[src/uda_pkg.sv]
// ----------------------------------------------------------------------------
// Ultrasonic distance average package
// Shared constants, codes and payload types of the distance averaging block.
// ----------------------------------------------------------------------------
package uda_pkg;

  localparam int SENSORS_DEFAULT = 3;
  localparam int WINDOW_DEFAULT  = 5;

  localparam int PULSE_W = 24;
  localparam int DIST_W  = 16;
  localparam int SEL_IN_W = 2;

  // Distance in 1/128 cm is floor(pulse_width * 343 / 15625).
  localparam int DIST_PROD_W = 33;
  localparam int DIST_QUO_W  = 19;
  localparam logic [8:0]  DIST_MUL = 9'd343;
  localparam logic [13:0] DIST_DIV = 14'd15625;

  // Reciprocal estimate of the division, low by at most one.
  localparam int RECIP_SHIFT = 33;
  localparam int RECIP_W     = 20;
  localparam logic [RECIP_W-1:0] RECIP_MUL = 20'd549755;

  localparam int MID_DEPTH = 4;
  localparam int OUT_DEPTH = 4;

  localparam logic [15:0] MIN_DISTANCE_RST = 16'd256;
  localparam logic [15:0] MAX_DISTANCE_RST = 16'd51200;

  typedef enum logic [1:0] {
    ST_VALID   = 2'd0,
    ST_TIMEOUT = 2'd1,
    ST_RANGE   = 2'd2
  } status_t;

  typedef enum logic {
    CFG_MIN_DISTANCE = 1'b0,
    CFG_MAX_DISTANCE = 1'b1
  } cfg_index_t;

  typedef struct packed {
    logic [SEL_IN_W-1:0] sel;
    status_t             status;
    logic [DIST_W-1:0]   now;
  } front_item_t;

  typedef struct packed {
    status_t           status;
    logic [DIST_W-1:0] now;
    logic [DIST_W-1:0] avg;
  } result_t;

endpackage

[src/uda_fifo.sv]
// ----------------------------------------------------------------------------
// Small synchronous queue
// Register-based first-in first-out queue with push/full and pop/empty.
// ----------------------------------------------------------------------------
module uda_fifo import uda_pkg::*; #(
  parameter int WIDTH = 8,
  parameter int DEPTH = 4
) (
  input  logic             clk,
  input  logic             rst_n,
  input  logic             push,
  input  logic [WIDTH-1:0] push_data,
  output logic             full,
  input  logic             pop,
  output logic [WIDTH-1:0] pop_data,
  output logic             empty
);

  localparam int PTR_W = (DEPTH > 1) ? $clog2(DEPTH) : 1;
  localparam int CNT_W = $clog2(DEPTH + 1);

  logic [WIDTH-1:0] mem_r [DEPTH];
  logic [PTR_W-1:0] wr_ptr_r, rd_ptr_r;
  logic [CNT_W-1:0] count_r;
  logic             do_push, do_pop;

  assign full     = (count_r == CNT_W'(DEPTH));
  assign empty    = (count_r == '0);
  assign do_push  = push && !full;
  assign do_pop   = pop && !empty;
  assign pop_data = mem_r[rd_ptr_r];

  always_ff @(posedge clk) begin
    if (!rst_n) begin
      wr_ptr_r <= '0;
      rd_ptr_r <= '0;
      count_r  <= '0;
    end else begin
      if (do_push) begin
        wr_ptr_r <= (wr_ptr_r == PTR_W'(DEPTH - 1)) ? '0 : wr_ptr_r + 1'b1;
      end
      if (do_pop) begin
        rd_ptr_r <= (rd_ptr_r == PTR_W'(DEPTH - 1)) ? '0 : rd_ptr_r + 1'b1;
      end
      if (do_push && !do_pop) begin
        count_r <= count_r + 1'b1;
      end else if (do_pop && !do_push) begin
        count_r <= count_r - 1'b1;
      end
    end
  end

  always_ff @(posedge clk) begin
    if (do_push) begin
      mem_r[wr_ptr_r] <= push_data;
    end
  end

endmodule

[src/uda_front.sv]
// ----------------------------------------------------------------------------
// Distance front end
// Converts the pulse width to a distance and classifies the reading.
// ----------------------------------------------------------------------------
module uda_front import uda_pkg::*; (
  input  logic                clk,
  input  logic                rst_n,
  input  logic                in_valid,
  input  logic [SEL_IN_W-1:0] in_sel,
  input  logic                in_timed_out,
  input  logic [PULSE_W-1:0]  in_pulse,
  output logic                in_stall,
  input  logic [DIST_W-1:0]   min_distance,
  input  logic [DIST_W-1:0]   max_distance,
  output logic                item_push,
  output front_item_t         item,
  input  logic                item_full
);

  localparam int NSTG = 5;
  localparam int RPROD_W = DIST_PROD_W + RECIP_W;

  logic                   en;
  logic [NSTG-1:0]        vld_r;
  logic [SEL_IN_W-1:0]    sel_r [NSTG-1];
  logic                   tmo_r [NSTG-1];
  logic [DIST_PROD_W-1:0] prod1_r, prod2_r, prod3_r;
  logic [DIST_QUO_W-1:0]  qest2_r, qest3_r, quo4_r;
  logic [DIST_PROD_W-1:0] qmul3_r;
  logic [RPROD_W-1:0]     rprod;
  logic [DIST_PROD_W-1:0] rem4;
  front_item_t            item_r, item_nxt;

  assign en        = !(vld_r[NSTG-1] && item_full);
  assign in_stall  = !en;
  assign item_push = vld_r[NSTG-1] && !item_full;
  assign item      = item_r;

  assign rprod = RPROD_W'(prod1_r) * RPROD_W'(RECIP_MUL);
  assign rem4  = prod3_r - qmul3_r;

  always_comb begin
    item_nxt.sel = sel_r[NSTG-2];
    item_nxt.now = '0;
    if (tmo_r[NSTG-2]) begin
      item_nxt.status = ST_TIMEOUT;
    end else if (quo4_r < DIST_QUO_W'(min_distance) ||
                 quo4_r > DIST_QUO_W'(max_distance)) begin
      item_nxt.status = ST_RANGE;
    end else begin
      item_nxt.status = ST_VALID;
      item_nxt.now    = quo4_r[DIST_W-1:0];
    end
  end

  always_ff @(posedge clk) begin
    if (!rst_n) begin
      vld_r <= '0;
    end else if (en) begin
      vld_r <= {vld_r[NSTG-2:0], in_valid};
    end
  end

  always_ff @(posedge clk) begin
    if (en) begin
      sel_r[0] <= in_sel;
      tmo_r[0] <= in_timed_out;
      for (int i = 1; i < NSTG - 1; i++) begin
        sel_r[i] <= sel_r[i-1];
        tmo_r[i] <= tmo_r[i-1];
      end
      prod1_r <= DIST_PROD_W'(in_pulse) * DIST_PROD_W'(DIST_MUL);
      prod2_r <= prod1_r;
      qest2_r <= rprod[RECIP_SHIFT +: DIST_QUO_W];
      prod3_r <= prod2_r;
      qest3_r <= qest2_r;
      qmul3_r <= DIST_PROD_W'(qest2_r) * DIST_PROD_W'(DIST_DIV);
      quo4_r  <= qest3_r + DIST_QUO_W'(rem4 >= DIST_PROD_W'(DIST_DIV));
      item_r  <= item_nxt;
    end
  end

endmodule

[src/uda_back.sv]
// ----------------------------------------------------------------------------
// Moving average back end
// Keeps one ring and running sum per sensor and averages the window.
// ----------------------------------------------------------------------------
module uda_back import uda_pkg::*; #(
  parameter int SENSORS = SENSORS_DEFAULT,
  parameter int WINDOW  = WINDOW_DEFAULT
) (
  input  logic        clk,
  input  logic        rst_n,
  input  logic        item_empty,
  input  front_item_t item,
  output logic        item_pop,
  output logic        res_push,
  output result_t     res,
  input  logic        res_full
);

  localparam int SEL_W     = (SENSORS > 1) ? $clog2(SENSORS) : 1;
  localparam int WP_W      = (WINDOW > 1) ? $clog2(WINDOW) : 1;
  localparam int SUM_W     = DIST_W + $clog2(WINDOW);
  localparam int AVG_SHIFT = SUM_W + $clog2(WINDOW);
  localparam int APROD_W   = SUM_W + AVG_SHIFT + 1;
  localparam logic [AVG_SHIFT:0] AVG_MUL =
    (AVG_SHIFT + 1)'(((64'd1 << AVG_SHIFT) + 64'(WINDOW) - 64'd1) / 64'(WINDOW));

  logic [DIST_W-1:0] ring_r [SENSORS][WINDOW];
  logic [WP_W-1:0]   wpos_r [SENSORS];
  logic [SUM_W-1:0]  sum_r  [SENSORS];
  logic [SENSORS-1:0] primed_r;

  logic              en, take, sel_ok, upd;
  logic [SEL_W-1:0]  idx;
  logic [DIST_W-1:0] old_entry;
  logic [SUM_W-1:0]  sum_nxt, sum_out;
  logic [WP_W-1:0]   wpos_nxt;
  logic              vb1_r, vb2_r;
  status_t           st1_r;
  logic [DIST_W-1:0] now1_r;
  logic [SUM_W-1:0]  sum1_r;
  logic [APROD_W-1:0] aprod;
  result_t           res_r;

  assign en       = !(vb2_r && res_full);
  assign take     = en && !item_empty;
  assign item_pop = take;
  assign res_push = vb2_r && !res_full;
  assign res      = res_r;

  assign idx       = SEL_W'(item.sel);
  assign sel_ok    = 32'(item.sel) < SENSORS;
  assign upd       = take && sel_ok && (item.status == ST_VALID);
  assign old_entry = ring_r[idx][wpos_r[idx]];
  assign wpos_nxt  = (wpos_r[idx] == WP_W'(WINDOW - 1)) ? '0 : wpos_r[idx] + 1'b1;
  assign aprod     = APROD_W'(sum1_r) * APROD_W'(AVG_MUL);

  always_comb begin
    if (primed_r[idx]) begin
      sum_nxt = sum_r[idx] - SUM_W'(old_entry) + SUM_W'(item.now);
    end else begin
      sum_nxt = SUM_W'(item.now) * SUM_W'(WINDOW);
    end
    if (!sel_ok) begin
      sum_out = '0;
    end else if (item.status == ST_VALID) begin
      sum_out = sum_nxt;
    end else begin
      sum_out = sum_r[idx];
    end
  end

  always_ff @(posedge clk) begin
    if (!rst_n) begin
      primed_r <= '0;
      for (int s = 0; s < SENSORS; s++) begin
        wpos_r[s] <= '0;
        sum_r[s]  <= '0;
      end
    end else if (upd) begin
      primed_r[idx] <= 1'b1;
      wpos_r[idx]   <= wpos_nxt;
      sum_r[idx]    <= sum_nxt;
    end
  end

  always_ff @(posedge clk) begin
    for (int s = 0; s < SENSORS; s++) begin
      for (int i = 0; i < WINDOW; i++) begin
        if (upd && idx == SEL_W'(s) &&
            (!primed_r[s] || wpos_r[s] == WP_W'(i))) begin
          ring_r[s][i] <= item.now;
        end
      end
    end
  end

  always_ff @(posedge clk) begin
    if (!rst_n) begin
      vb1_r <= 1'b0;
      vb2_r <= 1'b0;
    end else if (en) begin
      vb1_r <= take;
      vb2_r <= vb1_r;
    end
  end

  always_ff @(posedge clk) begin
    if (en) begin
      st1_r      <= item.status;
      now1_r     <= item.now;
      sum1_r     <= sum_out;
      res_r.status <= st1_r;
      res_r.now    <= now1_r;
      res_r.avg    <= aprod[AVG_SHIFT +: DIST_W];
    end
  end

endmodule

[src/ultrasonic_distance_average_unit.sv]
// Throughput: one request per cycle when nothing stalls, set by the ring and running
// sum update per sensor in the back end, done as each request is taken.
// Reset: synchronous, active low; clears queues, pipeline valids, rings' sums,
// write positions and primed flags, and loads the distance limits.
// ----------------------------------------------------------------------------
// Ultrasonic distance average unit
// Echo width to distance conversion with a per-sensor moving average.
// ----------------------------------------------------------------------------
module ultrasonic_distance_average_unit import uda_pkg::*; #(
  parameter int SENSORS = SENSORS_DEFAULT,
  parameter int WINDOW  = WINDOW_DEFAULT
) (
  input  logic                clk,
  input  logic                rst_n,
  input  logic                in_push,
  output logic                in_full,
  input  logic [SEL_IN_W-1:0] in_sensor_select,
  input  logic                in_timed_out,
  input  logic [PULSE_W-1:0]  in_pulse_width,
  output logic                out_empty,
  input  logic                out_pop,
  output logic [1:0]          out_status,
  output logic [DIST_W-1:0]   out_distance_now,
  output logic [DIST_W-1:0]   out_distance_average,
  input  logic                cfg_we,
  input  logic                cfg_index,
  input  logic [15:0]         cfg_wdata
);

  logic [DIST_W-1:0] min_distance_r, max_distance_r;
  logic              in_stall;
  logic              mid_push, mid_full, mid_pop, mid_empty;
  front_item_t       mid_in, mid_out;
  logic              res_push, res_full;
  result_t           res_in, res_out;

  always_ff @(posedge clk) begin
    if (!rst_n) begin
      min_distance_r <= MIN_DISTANCE_RST;
      max_distance_r <= MAX_DISTANCE_RST;
    end else if (cfg_we) begin
      case (cfg_index_t'(cfg_index))
        CFG_MIN_DISTANCE: min_distance_r <= cfg_wdata;
        CFG_MAX_DISTANCE: max_distance_r <= cfg_wdata;
        default: ;
      endcase
    end
  end

  assign in_full = in_stall;

  uda_front u_front (
    .clk          (clk),
    .rst_n        (rst_n),
    .in_valid     (in_push && !in_stall),
    .in_sel       (in_sensor_select),
    .in_timed_out (in_timed_out),
    .in_pulse     (in_pulse_width),
    .in_stall     (in_stall),
    .min_distance (min_distance_r),
    .max_distance (max_distance_r),
    .item_push    (mid_push),
    .item         (mid_in),
    .item_full    (mid_full)
  );

  uda_fifo #(
    .WIDTH ($bits(front_item_t)),
    .DEPTH (MID_DEPTH)
  ) u_mid_fifo (
    .clk       (clk),
    .rst_n     (rst_n),
    .push      (mid_push),
    .push_data (mid_in),
    .full      (mid_full),
    .pop       (mid_pop),
    .pop_data  (mid_out),
    .empty     (mid_empty)
  );

  uda_back #(
    .SENSORS (SENSORS),
    .WINDOW  (WINDOW)
  ) u_back (
    .clk        (clk),
    .rst_n      (rst_n),
    .item_empty (mid_empty),
    .item       (mid_out),
    .item_pop   (mid_pop),
    .res_push   (res_push),
    .res        (res_in),
    .res_full   (res_full)
  );

  uda_fifo #(
    .WIDTH ($bits(result_t)),
    .DEPTH (OUT_DEPTH)
  ) u_out_fifo (
    .clk       (clk),
    .rst_n     (rst_n),
    .push      (res_push),
    .push_data (res_in),
    .full      (res_full),
    .pop       (out_pop),
    .pop_data  (res_out),
    .empty     (out_empty)
  );

  assign out_status           = res_out.status;
  assign out_distance_now     = res_out.now;
  assign out_distance_average = res_out.avg;

endmodule

[config.mk]
export PLATFORM = sky130hd
export DESIGN_NAME = ultrasonic_distance_average_unit
export DESIGN_NICKNAME = d
export VERILOG_FILES = /design/src/uda_pkg.sv /design/src/uda_fifo.sv /design/src/uda_front.sv /design/src/uda_back.sv /design/src/ultrasonic_distance_average_unit.sv
export SDC_FILE = /design/constraint.sdc
export NUM_CORES = 2
export LEC_CHECK = 0
export BUFFER_PORTS_ARGS = -buffer_cell sky130_fd_sc_hd__buf_2
export CORE_MARGIN = 3
export CORE_UTILIZATION = 60
export CTS_BUF_LIST = sky130_fd_sc_hd__clkbuf_4
export CTS_CLUSTER_SIZE = 40
export DETAILED_ROUTE_END_ITERATION = 6
export PLACE_DENSITY = 0.84
export SLEW_MARGIN = 20
export SYNTH_ARGS = -nofsm -noshare
export SYNTH_HDL_FRONTEND = slang
export SYNTH_SLANG_ARGS = --single-unit
[constraint.sdc]
create_clock -name clk -period 5.9 [get_ports clk]
set_clock_uncertainty 0.15 [all_clocks]
set_input_delay 0.295 -clock clk [delete_from_list [all_inputs] [get_ports clk]]
set_output_delay 0.295 -clock clk [all_outputs]
set_load 0.005 [all_outputs]
==> flow_metrics.py <==
metrics = {
    "placed_design": {
        "post-dp-hpwl_mm": 104,
        "port_buffers": 84,
        "routabilityCongestion": 0.931,
        "place_ws_ns": -0.702,
        "placed_area_um2": 66800,
    },
    "sta": {
        "slew_headroom_pct": 23.0,
        "hold_viol_final": 0,
        "grt_setup_unrepaired": "true",
        "tightest_slew_ns": 1.15,
        "fin_ws_ns": -0.632,
        "maxSlewViolCount": 0,
        "finalSetupViolations": 32,
        "fin_crit_ns": 6.53,
        "period_share_pct": 111,
        "fmaxAchievable_mhz": 153,
    },
    "synth": {
        "synth_top_flop_cell": "edfxtp_1",
        "yosysWarnings": 0,
        "netlist_top_cells_area": "edfxtp_1 (40%), fa_1 (17%), ha_1 (14%)",
        "synth_edf_count": 833,
        "ys_ff_latch": 893,
        "ys_async_sr_fraction_pct": 0,
        "postSynthAreaPerCell_um2": 12.3,
        "syn_inst": 5031,
        "synth_top_area_cell": "edfxtp_1",
        "syn_area_um2": 61900,
        "ys_types": 80,
        "synth_top_area_share_pct": 40.4,
        "seq_area_frac_synth_pct": 42.4,
    },
    "critical_path": {
        "critPathKind": "reg -> reg",
        "cp_max_fo": 6,
        "endpoint_kind": "flop",
        "cp.arrival_ns": 7.31,
        "crit_path_start_kind": "flop",
        "critical_path_required_ns": 6.67,
    },
    "layout": {
        "utilization_pct": 71.1,
        "synthToLayoutAreaGrowth_pct": 17.3,
        "drive_above_1_share_pct": 20.2,
        "final_area_um2": 72600,
        "fill_cells": 6273,
        "nets": 7063,
    },
    "grt": {
        "grt_util_all_layers_pct": 28.1,
        "grt_pass1_wl_mm": 236,
        "antenna_found_initial": 4,
        "grt_pass1_vias": 45200,
        "grt.overflow.total": 0,
        "grt_max_degree": 120,
    },
    "clocking": {
        "path_clk_slew_ns": 0.08,
        "cts_buffers": 217,
        "clock_path_buffers": 3,
        "htreeDepth": 4,
        "cts_root_buf": "clkbuf_4",
        "cts_tree": "yes",
        "clock_latency_ns": 1.15,
        "clock-sinks": 893,
    },
    "detailed_routing": {
        "drt-met1-wl_mm": 56.1,
        "wirelength_mm": 157,
        "drt-vias-per-instance": 5.85,
        "ant_nets": 0,
        "wl_met2_mm": 81.2,
        "num_vias": 43000,
        "top_layer_used": "met4",
        "dr.pass1.iters": 7,
        "wl_met3_mm": 10.8,
        "drc": 3,
        "drtIter0Drc": 3630,
        "avgRoutedWirePerCell_um": 21.4,
    },
    "outcome": {
        "status": "finished with violations",
        "violations": "design-rule violations, negative setup slack",
    },
    "floorplan": {
        "die_area_um2": 107000,
        "rows": 117,
        "die_w_um": 327,
        "dieHeight_um": 327,
        "core_area_um2": 102000,
        "pin_count": 85,
        "start_util_pct": 60.6,
    },
    "worst_hold_path": {
        "hold_path.class": "in -> reg",
    },
    "job": {
        "max_cap_violations": 0,
    },
}
==> timing repair <==
action / in CTS / in global routing
resized for setup: 92 / 187
setup buffers: 34 / 47
setup endpoints to repair: 60 / 67
endpoints found under the hold margin: 74 / 0
cloned: 1 / 2
pin swaps: 44 / 119
hold buffers: 79 / 0
==> metal layers <==
metal	global-route usage (%)	up-vias
met5	0	-
met2	50.4	2181
met1	32.8	21200
met3	4.44	654
met4	13.9	0
li1	-	19000
==> flip-flops by register name, indices dropped and copies added, names as in the netlist, 4 cells and up, named ones only <==
signal            count
u_front.prod1_r      33
u_out_fifo.mem_r    136
max_distance_r       16
u_front.qmul3_r      33
u_front.prod2_r      33
u_front.quo4_r       19
u_front.qest3_r      16
u_front.item         20
u_back.sum_r         76
min_distance_r       16
u_back.ring_r       240
u_back.wpos_r        12
u_back.now1_r        16
u_back.sum1_r        19
u_back.res           34
u_front.tmo_r         4
u_front.prod3_r      33
u_front.qest2_r      19
u_front.sel_r         8
u_front.vld_r         5
u_mid_fifo.mem_r     80
==> critical path: stages, from the launching register on <==
cell      delay (ns)
edfxtp_1        0.53
ha_4            0.37
xor2_4          0.16
a22oi_2         0.09
fa_1            0.54
inv_1           0.05
fa_1            0.48
inv_1           0.05
fa_1            0.49
inv_1           0.05
fa_1            0.47
inv_1           0.05
fa_1            0.49
inv_2           0.05
ha_4            0.27
and4_4          0.22
a21oi_2         0.06
a21o_1          0.17
a311oi_2        0.21
a21o_1          0.21
o21ai_4         0.11
or3b_4          0.43
a311oi_2        0.33
o21ai_1         0.12
a221oi_2        0.22
==> cells in the mapped netlist (60+ instances only) <==
master / n
nor2_1: 264
clkbuf_1: 66
inv_1: 938
ha_1: 706
edfxtp_1: 833
nand2_1: 216
o211ai_1: 60
a21oi_1: 230
fa_1: 519
a21o_1: 77
mux2i_1: 129
dfxtp_1: 60
o21ai_0: 116
xnor2_1: 112
==> through the flow <==
stage | setup TNS [ns] | cells | hold slack [ns]
finish | -10.13 | 7346 | 0.109
floorplan | -1.42 | 5052 | 0.244
CTS | -6.72 | 7288 | 0.0204
detailed placement | -16.72 | 6778 | 0.255
global placement | -9.55 | 6778 | 0.250
global route | -16.14 | 7343 | 0.0792
==> layout make-up <==
class                           count  area (µm²)  area share [%]
Multi-Input combinational cell   3117       33200            45.8
Sequential cell                   893       26200            36.1
Timing Repair Buffer              622        4900            6.76
Inverter                          938        3530            4.86
Clock buffer                      320        2400            3.31
Tap cell                         1368        1710            2.36
Clock inverter                     78         541           0.745
Antenna cell                       10        25.0          0.0345
==> placed cells by master, fill, tap and decap left out, types with 33 or more instances in the layout <==
cell type,synthesis,layout
inv_1,938,911
edfxtp_1,833,833
ha_1,706,646
fa_1,519,506
buf_4,0,427
clkbuf_4,0,320
nor2_1,264,257
nand2_1,216,212
a21oi_1,230,201
mux2i_1,129,128
xnor2_1,112,108
buf_2,23,84
dlygate4sd3_1,0,79
o21ai_0,116,78
a21o_1,77,77
o211ai_1,60,60
mux4_2,59,58
dfxtp_1,60,58
clkinv_1,0,53
xor2_1,52,49
ha_4,0,48
nand3_1,43,39
nor3_1,44,39
nor2b_1,39,37
and3_1,37,34
o21ai_1,10,33
a21boi_0,33,33
==> logic make-up after synthesis <==
| logic type | share of synthesized area (%) |
|---|---|
| and+or+nand+nor | 5.89 |
| adders and majority gates | 31.1 |
| muxes | 4.53 |
| other | 0.00606 |
| xor gates and xnor gates | 2.32 |
| buffers and inverters | 6.37 |
| DFF | 42.4 |
| AOI/OAI and AO/OA | 7.45 |
==> worst paths after layout <==
| path | start | endpoint | slack (ns) | cells after the start |
|---|---|---|---|---|
| setup / recovery | u_front.prod1_r[9] | u_front.qest2_r[17] | -0.63 | 24 |
| hold reg to reg | u_back.st1_r[1] | u_back.res[33] | 0.25 | 0 |
| hold / removal | out_pop | flop | 0.11 | 5 |
| setup reg to reg | u_front.prod1_r[9] | u_front.qest2_r[17] | -0.63 | 24 |
Power is not shown: default switching activity piles up to over one toggle a cycle in this logic, so the estimate is an artifact.
